<file path="src/hw/rtl/rational_arithmetic_unit_defines.svh">
// ----------------------------------------------------------------------------
// Rational arithmetic unit assertion macros
// Shared concurrent assertion forms, clocked on clk and disabled in reset.
// ----------------------------------------------------------------------------
`ifndef RATIONAL_ARITHMETIC_UNIT_DEFINES_SVH
`define RATIONAL_ARITHMETIC_UNIT_DEFINES_SVH

// same-cycle implication
`define RAU_ASSERT_IMPLY(label, ante, cons, msg) \
    label: assert property (@(posedge clk) disable iff (!rst_n) (ante) |-> (cons)) \
        else $error(msg);

// next-cycle implication
`define RAU_ASSERT_NEXT(label, ante, cons, msg) \
    label: assert property (@(posedge clk) disable iff (!rst_n) (ante) |=> (cons)) \
        else $error(msg);

`endif

</file>
<file path="src/hw/rtl/rau_pkg.sv">
// ----------------------------------------------------------------------------
// Rational arithmetic unit package
// Widths, operation codes and transaction types shared by the unit.
// ----------------------------------------------------------------------------
package rau_pkg;

    localparam int OPERAND_BITS = 16;
    localparam int NUM_W        = OPERAND_BITS;
    localparam int DEN_W        = OPERAND_BITS - 1;
    localparam int MAG_W        = 2 * OPERAND_BITS;
    localparam int RES_NUM_W    = 2 * OPERAND_BITS;
    localparam int RES_DEN_W    = 2 * OPERAND_BITS - 1;

    typedef enum logic [1:0] {
        OP_ADD = 2'd0,
        OP_SUB = 2'd1,
        OP_MUL = 2'd2,
        OP_DIV = 2'd3
    } op_t;

    typedef struct packed {
        op_t                     operation;
        logic signed [NUM_W-1:0] a_num;
        logic [DEN_W-1:0]        a_den;
        logic signed [NUM_W-1:0] b_num;
        logic [DEN_W-1:0]        b_den;
    } req_t;

    typedef struct packed {
        logic signed [RES_NUM_W-1:0] res_num;
        logic [RES_DEN_W-1:0]        res_den;
        logic                        status;
    } rsp_t;

    typedef struct packed {
        logic [MAG_W-1:0] n_mag;
        logic [MAG_W-1:0] d_mag;
        logic             neg;
        logic             dz;
    } job_t;

endpackage

</file>
<file path="src/hw/rtl/rau_front.sv">
// ----------------------------------------------------------------------------
// Rational arithmetic unit front end
// Forms cross products, then sign and magnitudes of numerator and denominator.
// ----------------------------------------------------------------------------
module rau_front
(
    input  logic          clk,
    input  logic          rst_n,
    input  logic          req_valid,
    output logic          req_stall,
    input  rau_pkg::req_t req,
    output logic          job_valid,
    input  logic          job_stall,
    output rau_pkg::job_t job
);

    localparam int PW = rau_pkg::MAG_W;
    localparam int SW = rau_pkg::MAG_W + 1;

    logic                 v_reg;
    rau_pkg::op_t         op_reg;
    logic signed [PW-1:0] p0_reg, p1_reg, p2_reg;

    logic signed [rau_pkg::NUM_W-1:0] ad_s, bd_s, sel0, sel2;
    logic signed [SW-1:0]             n_s, d_s, n_abs, d_abs;

    assign req_stall = v_reg && job_stall;

    always_comb
    begin
        ad_s = $signed({1'b0, req.a_den});
        bd_s = $signed({1'b0, req.b_den});
        sel0 = (req.operation == rau_pkg::OP_MUL) ? req.b_num : bd_s;
        sel2 = (req.operation == rau_pkg::OP_DIV) ? req.b_num : bd_s;
    end

    always_ff @(posedge clk or negedge rst_n)
    begin
        if (!rst_n)
        begin
            v_reg <= 1'b0;
        end
        else if (!req_stall)
        begin
            v_reg <= req_valid;
        end
    end

    always_ff @(posedge clk)
    begin
        if (req_valid && !req_stall)
        begin
            op_reg <= req.operation;
            p0_reg <= PW'(req.a_num) * PW'(sel0);
            p1_reg <= PW'(req.b_num) * PW'(ad_s);
            p2_reg <= PW'(ad_s) * PW'(sel2);
        end
    end

    always_comb
    begin
        unique case (op_reg)
            rau_pkg::OP_ADD: n_s = SW'(p0_reg) + SW'(p1_reg);
            rau_pkg::OP_SUB: n_s = SW'(p0_reg) - SW'(p1_reg);
            default:         n_s = SW'(p0_reg);
        endcase
        d_s       = SW'(p2_reg);
        n_abs     = n_s[SW-1] ? -n_s : n_s;
        d_abs     = d_s[SW-1] ? -d_s : d_s;
        job.n_mag = n_abs[PW-1:0];
        job.d_mag = d_abs[PW-1:0];
        job.neg   = n_s[SW-1] ^ d_s[SW-1];
        job.dz    = (d_s == '0);
    end

    assign job_valid = v_reg;

endmodule

</file>
<file path="src/hw/rtl/rau_queue.sv">
// ----------------------------------------------------------------------------
// Rational arithmetic unit job queue
// Two-entry queue between front end and reduction engine.
// ----------------------------------------------------------------------------
module rau_queue
(
    input  logic          clk,
    input  logic          rst_n,
    input  logic          push_valid,
    output logic          push_stall,
    input  rau_pkg::job_t push_job,
    output logic          pop_valid,
    input  logic          pop_stall,
    output rau_pkg::job_t pop_job
);

    logic          head_v_reg, tail_v_reg;
    rau_pkg::job_t head_reg, tail_reg;
    logic          push, pop;

    assign push_stall = tail_v_reg;
    assign push       = push_valid && !tail_v_reg;
    assign pop        = head_v_reg && !pop_stall;
    assign pop_valid  = head_v_reg;
    assign pop_job    = head_reg;

    always_ff @(posedge clk or negedge rst_n)
    begin
        if (!rst_n)
        begin
            head_v_reg <= 1'b0;
            tail_v_reg <= 1'b0;
        end
        else if (pop)
        begin
            head_v_reg <= tail_v_reg || push;
            tail_v_reg <= tail_v_reg && push;
        end
        else if (push)
        begin
            if (!head_v_reg)
            begin
                head_v_reg <= 1'b1;
            end
            else
            begin
                tail_v_reg <= 1'b1;
            end
        end
    end

    always_ff @(posedge clk)
    begin
        if (pop)
        begin
            if (tail_v_reg)
            begin
                head_reg <= tail_reg;
                tail_reg <= push_job;
            end
            else
            begin
                head_reg <= push_job;
            end
        end
        else if (push)
        begin
            if (!head_v_reg)
            begin
                head_reg <= push_job;
            end
            else
            begin
                tail_reg <= push_job;
            end
        end
    end

endmodule

</file>
<file path="src/hw/rtl/rau_back.sv">
// ----------------------------------------------------------------------------
// Rational arithmetic unit reduction engine
// Binary gcd, then shift-subtract division of numerator and denominator.
// ----------------------------------------------------------------------------
module rau_back
(
    input  logic          clk,
    input  logic          rst_n,
    input  logic          job_valid,
    output logic          job_stall,
    input  rau_pkg::job_t job,
    output logic          rsp_valid,
    input  logic          rsp_stall,
    output rau_pkg::rsp_t rsp
);

    localparam int W        = rau_pkg::MAG_W;
    localparam int KW       = $clog2(rau_pkg::MAG_W);
    localparam int CW       = $clog2(rau_pkg::MAG_W);
    localparam int CNT_LAST = rau_pkg::MAG_W - 1;

    typedef enum logic [1:0] {
        S_IDLE,
        S_GCD,
        S_DIV,
        S_DONE
    } state_t;

    state_t        state_reg;
    logic [W-1:0]  a_reg, b_reg, g_reg;
    logic [KW-1:0] k_reg;
    logic [CW-1:0] cnt_reg;
    logic [W:0]    rn_reg, rd_reg;
    logic [W-1:0]  qn_reg, qd_reg;
    logic          neg_reg, dz_reg;
    logic          rsp_valid_reg;
    rau_pkg::rsp_t rsp_reg;

    logic [W-1:0]  a_next, b_next;
    logic [KW-1:0] k_next;
    logic [W:0]    rn_sh, rd_sh, rn_next, rd_next;
    logic [W-1:0]  qn_next, qd_next, qn_neg;
    logic          out_free;

    assign job_stall = (state_reg != S_IDLE);
    assign out_free  = !rsp_valid_reg || !rsp_stall;
    assign rsp_valid = rsp_valid_reg;
    assign rsp       = rsp_reg;

    always_comb
    begin
        a_next = a_reg;
        b_next = b_reg;
        k_next = k_reg;
        if (!a_reg[0] && !b_reg[0])
        begin
            a_next = a_reg >> 1;
            b_next = b_reg >> 1;
            k_next = k_reg + 1'b1;
        end
        else if (!a_reg[0])
        begin
            a_next = a_reg >> 1;
        end
        else if (!b_reg[0])
        begin
            b_next = b_reg >> 1;
        end
        else if (a_reg >= b_reg)
        begin
            a_next = a_reg - b_reg;
        end
        else
        begin
            b_next = b_reg - a_reg;
        end
    end

    always_comb
    begin
        rn_sh   = {rn_reg[W-1:0], qn_reg[W-1]};
        rd_sh   = {rd_reg[W-1:0], qd_reg[W-1]};
        qn_next = {qn_reg[W-2:0], 1'b0};
        qd_next = {qd_reg[W-2:0], 1'b0};
        rn_next = rn_sh;
        rd_next = rd_sh;
        if (rn_sh >= {1'b0, g_reg})
        begin
            rn_next    = rn_sh - {1'b0, g_reg};
            qn_next[0] = 1'b1;
        end
        if (rd_sh >= {1'b0, g_reg})
        begin
            rd_next    = rd_sh - {1'b0, g_reg};
            qd_next[0] = 1'b1;
        end
        qn_neg = -qn_reg;
    end

    always_ff @(posedge clk or negedge rst_n)
    begin
        if (!rst_n)
        begin
            state_reg     <= S_IDLE;
            rsp_valid_reg <= 1'b0;
        end
        else
        begin
            if ((state_reg == S_DONE) && out_free)
            begin
                rsp_valid_reg <= 1'b1;
            end
            else if (rsp_valid_reg && !rsp_stall)
            begin
                rsp_valid_reg <= 1'b0;
            end
            unique case (state_reg)
                S_IDLE:
                begin
                    if (job_valid)
                    begin
                        a_reg   <= job.n_mag;
                        b_reg   <= job.d_mag;
                        qn_reg  <= job.n_mag;
                        qd_reg  <= job.d_mag;
                        k_reg   <= '0;
                        neg_reg <= job.neg;
                        dz_reg  <= job.dz;
                        state_reg <= job.dz ? S_DONE : S_GCD;
                    end
                end
                S_GCD:
                begin
                    if (a_reg == '0)
                    begin
                        g_reg     <= b_reg << k_reg;
                        rn_reg    <= '0;
                        rd_reg    <= '0;
                        cnt_reg   <= '0;
                        state_reg <= S_DIV;
                    end
                    else
                    begin
                        a_reg <= a_next;
                        b_reg <= b_next;
                        k_reg <= k_next;
                    end
                end
                S_DIV:
                begin
                    rn_reg  <= rn_next;
                    rd_reg  <= rd_next;
                    qn_reg  <= qn_next;
                    qd_reg  <= qd_next;
                    cnt_reg <= cnt_reg + 1'b1;
                    if (cnt_reg == CW'(CNT_LAST))
                    begin
                        state_reg <= S_DONE;
                    end
                end
                S_DONE:
                begin
                    if (out_free)
                    begin
                        if (dz_reg)
                        begin
                            rsp_reg.res_num <= '0;
                            rsp_reg.res_den <= rau_pkg::RES_DEN_W'(1);
                            rsp_reg.status  <= 1'b1;
                        end
                        else
                        begin
                            rsp_reg.res_num <= $signed(neg_reg ? qn_neg[rau_pkg::RES_NUM_W-1:0]
                                                               : qn_reg[rau_pkg::RES_NUM_W-1:0]);
                            rsp_reg.res_den <= qd_reg[rau_pkg::RES_DEN_W-1:0];
                            rsp_reg.status  <= 1'b0;
                        end
                        state_reg <= S_IDLE;
                    end
                end
                default:
                begin
                    state_reg <= S_IDLE;
                end
            endcase
        end
    end

endmodule

</file>
<file path="src/hw/rtl/rational_arithmetic_unit.sv">
// Path: cross products are registered in the front end, pass through the queue, are loaded into the
// engine, then run the binary gcd loop and the division loop before the registered output.
// Flow: the engine takes a new transaction only once idle again; front end and queue hold more.
// Reset: rst_n clears valids, queue and engine state asynchronously.
// ----------------------------------------------------------------------------
// Rational arithmetic unit
// Adds, subtracts, multiplies or divides two fractions and returns lowest terms.
// ----------------------------------------------------------------------------
`include "rational_arithmetic_unit_defines.svh"

module rational_arithmetic_unit
(
    input  logic          clk,
    input  logic          rst_n,
    input  logic          req_valid,
    output logic          req_stall,
    input  rau_pkg::req_t req,
    output logic          rsp_valid,
    input  logic          rsp_stall,
    output rau_pkg::rsp_t rsp
);

    logic          fj_valid, fj_stall, bj_valid, bj_stall;
    rau_pkg::job_t fj, bj;

    rau_front u_front
    (
        .clk       (clk),
        .rst_n     (rst_n),
        .req_valid (req_valid),
        .req_stall (req_stall),
        .req       (req),
        .job_valid (fj_valid),
        .job_stall (fj_stall),
        .job       (fj)
    );

    rau_queue u_queue
    (
        .clk        (clk),
        .rst_n      (rst_n),
        .push_valid (fj_valid),
        .push_stall (fj_stall),
        .push_job   (fj),
        .pop_valid  (bj_valid),
        .pop_stall  (bj_stall),
        .pop_job    (bj)
    );

    rau_back u_back
    (
        .clk       (clk),
        .rst_n     (rst_n),
        .job_valid (bj_valid),
        .job_stall (bj_stall),
        .job       (bj),
        .rsp_valid (rsp_valid),
        .rsp_stall (rsp_stall),
        .rsp       (rsp)
    );

    `RAU_ASSERT_IMPLY(a_den_nonzero, rsp_valid, rsp.res_den != '0, "zero result denominator")
    `RAU_ASSERT_IMPLY(a_err_zero, rsp_valid && rsp.status, rsp.res_num == '0 && rsp.res_den == 1, "error result not 0/1")
    `RAU_ASSERT_IMPLY(a_zero_canon, rsp_valid && rsp.res_num == '0, rsp.res_den == 1, "zero result not 0/1")

endmodule
</file>
<file path="config.mk">
export PLATFORM = sky130hd
export DESIGN_NAME = rational_arithmetic_unit
export DESIGN_NICKNAME = d
export VERILOG_FILES = /design/src/hw/rtl/rau_pkg.sv /design/src/hw/rtl/rau_front.sv /design/src/hw/rtl/rau_queue.sv /design/src/hw/rtl/rau_back.sv /design/src/hw/rtl/rational_arithmetic_unit.sv
export VERILOG_INCLUDE_DIRS = /design/src /design/src/hw/rtl
export SDC_FILE = /design/constraint.sdc
export NUM_CORES = 2
export LEC_CHECK = 0
export ABC_CLOCK_PERIOD_IN_PS = 5600
export BUFFER_PORTS_ARGS = -buffer_cell sky130_fd_sc_hd__buf_2
export CELL_PAD_IN_SITES_DETAIL_PLACEMENT = 0
export CELL_PAD_IN_SITES_GLOBAL_PLACEMENT = 1
export CORE_MARGIN = 2
export CORE_UTILIZATION = 45
export CTS_CLUSTER_DIAMETER = 50
export DETAILED_ROUTE_END_ITERATION = 12
export HOLD_SLACK_MARGIN = 0.12
export PLACE_DENSITY = 0.81
export SETUP_SLACK_MARGIN = 0.4
export SLEW_MARGIN = 10
export SYNTH_ARGS = -nofsm -noshare
export SYNTH_HDL_FRONTEND = slang
export SYNTH_SLANG_ARGS = --single-unit
</file>
<file path="constraint.sdc">
create_clock -name clk -period 5.6 [get_ports clk]
set_input_delay 0.28 -clock clk [delete_from_list [all_inputs] [get_ports clk]]
set_output_delay 0.28 -clock clk [all_outputs]
set_load 0.005 [all_outputs]
</file>
==> results.md <==
* TritonCTS Buffers at 79
* Share of the yosys chip area belonging to registers at 0.261
* Failing checks: setup timing
* Type of the most critical hold path: input port to register
* Die area at 140000 µm²
* YS warnings at 0
* Setup crit start kind: input port
* Arrival @ worst endpoint at 6.27 ns
* RSZ-0062 raised after global routing: yes
* H-tree depth at 3
* Crit path launch: req[62]
* Slew @ Worst Pin at 1.09 ns
* DR WL/cell at 19.7 µm
* Die X at 374 µm
* First-pass GRT wire length at 277 mm
* Vias/cell at 5.35
* Row count at 135
* Hold Crit Depth at 3
* Fmax at 170 MHz
* Final Hold Fails at 0
* # port buffers at 133
* Vias in the first global route at 49797
* Seq cells post-synth at 536
* Clock Tree Root: clkbuf_16
* First-pass DRT Iterations at 5
* Crit. path cell count at 27
* Top Family by Delay on Critical Path: adder cells
* Fin. max-slew vios at 0
* Met1 usage at 0.310
* Die Ht at 374 µm
* Most frequent cells in the layout: 981 x inv_1, 662 x fa_1, 579 x buf_4
* Gr ovfl total at 0
* Ant diodes at 0
* Final Critical Period at 5.87 ns
* Met3 GRT Util at 0.0284
* R2r setup slk at 0.35 ns
* Setup slack after layout at -0.267 ns
* Initial antenna violation count at 2
* Number of routed nets with antenna violations at 0
* Maximum clock insertion buffer count at 3
* Crit. End Element: register
* CTS tree: built
* Initial core utilization at 0.453
* Largest net degree at the start of global routing at 70
* Drt drc at 0
* Post-synth ARST share at 0.0112
* CP max-delay cell: fa_2
* CP Max Fanout at 8
* Finish-stage setup viols at 20
* Met2 GRT Util at 0.430
* Skew-Pair Late Insertion Delay at 0.69 ns
* CP max stage delay at 0.57 ns
* CP required at 6.00 ns
* Routability Congestion at 0.975
* Slew Limit Headroom at 0.273
* GRT Total Usage at 0.250
* Clock Skew at 0.0658 ns
* Critical R2R Capture: u_queue.pop_job[40]
* Netlist Area Pre-Place at 61500 µm²
* Clk slew on worst S/H paths at 0.05 ns
* Cells after Synth at 6411
* Setup TNS at -2.77 ns
* Kind of critical path: input port to register
* FF-to-FF path depth at 19
* Launch point of the worst reg-to-reg path: u_front.p1_reg[17]
* Mapped Avg Cell Area at 9.59 µm²
* Netlist cell types at 85
* Finished Layout Cells at 8891
* Max-cap check violation count at 0
* Synthesized net count at 7628
* I/O Pins at 134
* Clock sinks at 536
* Core area at 136000 µm²
* Layout area overhead at 22.1%
* Placed cells at 8601
* Top FF cell, synth: edfxtp_1
* Layout Utilization at 0.554
* Critical Path End: u_front.p2_reg[31]
* WP buf/inv at 6
* Vias at 47568
* Commonest non-fill, non-tap cell in the layout: inv_1
* Hold_ws at 0.314 ns
* Status: finished, violations left
* Initial DRC Count at 2915
* Busiest grt layer: met2
* Post-synth EDFFs at 530
* Layout Nets at 8261
* Dpl hpwl at 140 mm
* Period utilization at 1.05
* WL final at 175 mm
* Layout cell share with drive strength beyond 1 at 0.222
-- how the worst min path moves through the flow --
stage          startpoint                end  slack (ns)
6_report          req[46]  u_front.p0_reg[0]        0.31
5_1_grt           req[46]  u_front.p0_reg[0]        0.29
3_3_place_gp        rst_n  u_front.job_valid        0.17
4_1_cts           req[46]  u_front.p0_reg[0]        0.27
3_5_place_dp        rst_n  u_front.job_valid        0.16
2_1_floorplan       rst_n   u_back.rsp_valid       -0.02
-- Yosys cell counts (32+ instances only) --
library cell / count / share of area
o21ai_0: 209 / 0.017
nand2b_1: 38 / 0.0039
nor3_1: 71 / 0.0058
o21bai_1: 36 / 0.0044
xnor2_1: 230 / 0.033
edfxtp_1: 530 / 0.26
nand4_1: 37 / 0.0038
nor2_1: 459 / 0.028
nand3_1: 74 / 0.0060
o21a_1: 33 / 0.0040
nor2b_1: 115 / 0.012
mux2_2: 132 / 0.024
a21o_1: 118 / 0.014
ha_1: 456 / 0.093
a221oi_1: 34 / 0.0048
a21oi_1: 278 / 0.023
xor2_1: 112 / 0.016
inv_1: 1020 / 0.062
mux2i_1: 112 / 0.018
and2_1: 320 / 0.033
o31ai_1: 32 / 0.0039
clkbuf_1: 235 / 0.014
nand2_1: 612 / 0.037
fa_1: 693 / 0.23
-- logic make-up (layout without fill, tap and decap cells) --
group	after synthesis	in the layout	share of synthesized area
xor+xnor	343	343	0.0491
compound gates	969	969	0.101
fa+ha+maj	1149	1149	0.318
mux	252	254	0.0453
flops	536	536	0.261
simple gates	1878	1879	0.146
buf+inv	1284	1980	0.0786
-- final cells by class --
class	count	area [µm²]
well taps	1781	2230
inverters	1026	3850
repair buffers	807	6710
clock inverters	53	599
clock buffers	94	2080
multi-input cells	4594	43600
fillers	11764	60500
flip-flops and latches	536	16100
-- worst register-to-register path, stage by stage (launching register included) --
cell and delay (ns):
edfxtp_1 0.53, or4_4 0.53, or4b_4 0.52, or3_4 0.38, o21ai_2 0.19, xor2_2 0.14
ha_1 0.27, or2_2 0.33, o22ai_2 0.14, a21o_1 0.15, nand2b_1 0.09, o2111ai_2 0.24
a31oi_2 0.15, nor3_4 0.23, xor2_4 0.31, buf_12 0.17, clkbuf_16 0.16, a21oi_4 0.04
xnor2_2 0.16, mux2_4 0.27
-- metal layers --
layer	part of all wire	vias up
met4	0.059	2
met3	0.045	352
met5	0.000091	-
met2	0.49	1278
met1	0.41	23514
li1	-	22422
-- metrics by stage --
stage	area [µm²]	worst slack, ns
6_report	75100	-0.267
5_1_grt	75100	-0.445
4_1_cts	73000	-0.245
3_5_place_dp	68300	-1.30
3_3_place_gp	68300	-1.22
2_1_floorplan	62700	-0.928
-- timing repair --
action | CTS | global route
pin swaps | 173 | 192
endpoints found under the setup margin | 105 | 92
setup buffers | 78 | 48
gates cloned | 9 | 2
endpoints found under the hold margin | 14 | 0
hold buffers | 6 | 0
resized for setup | 316 | 342
Power is not shown: default switching activity piles up to over one toggle a cycle in this logic, so the estimate is an artifact.
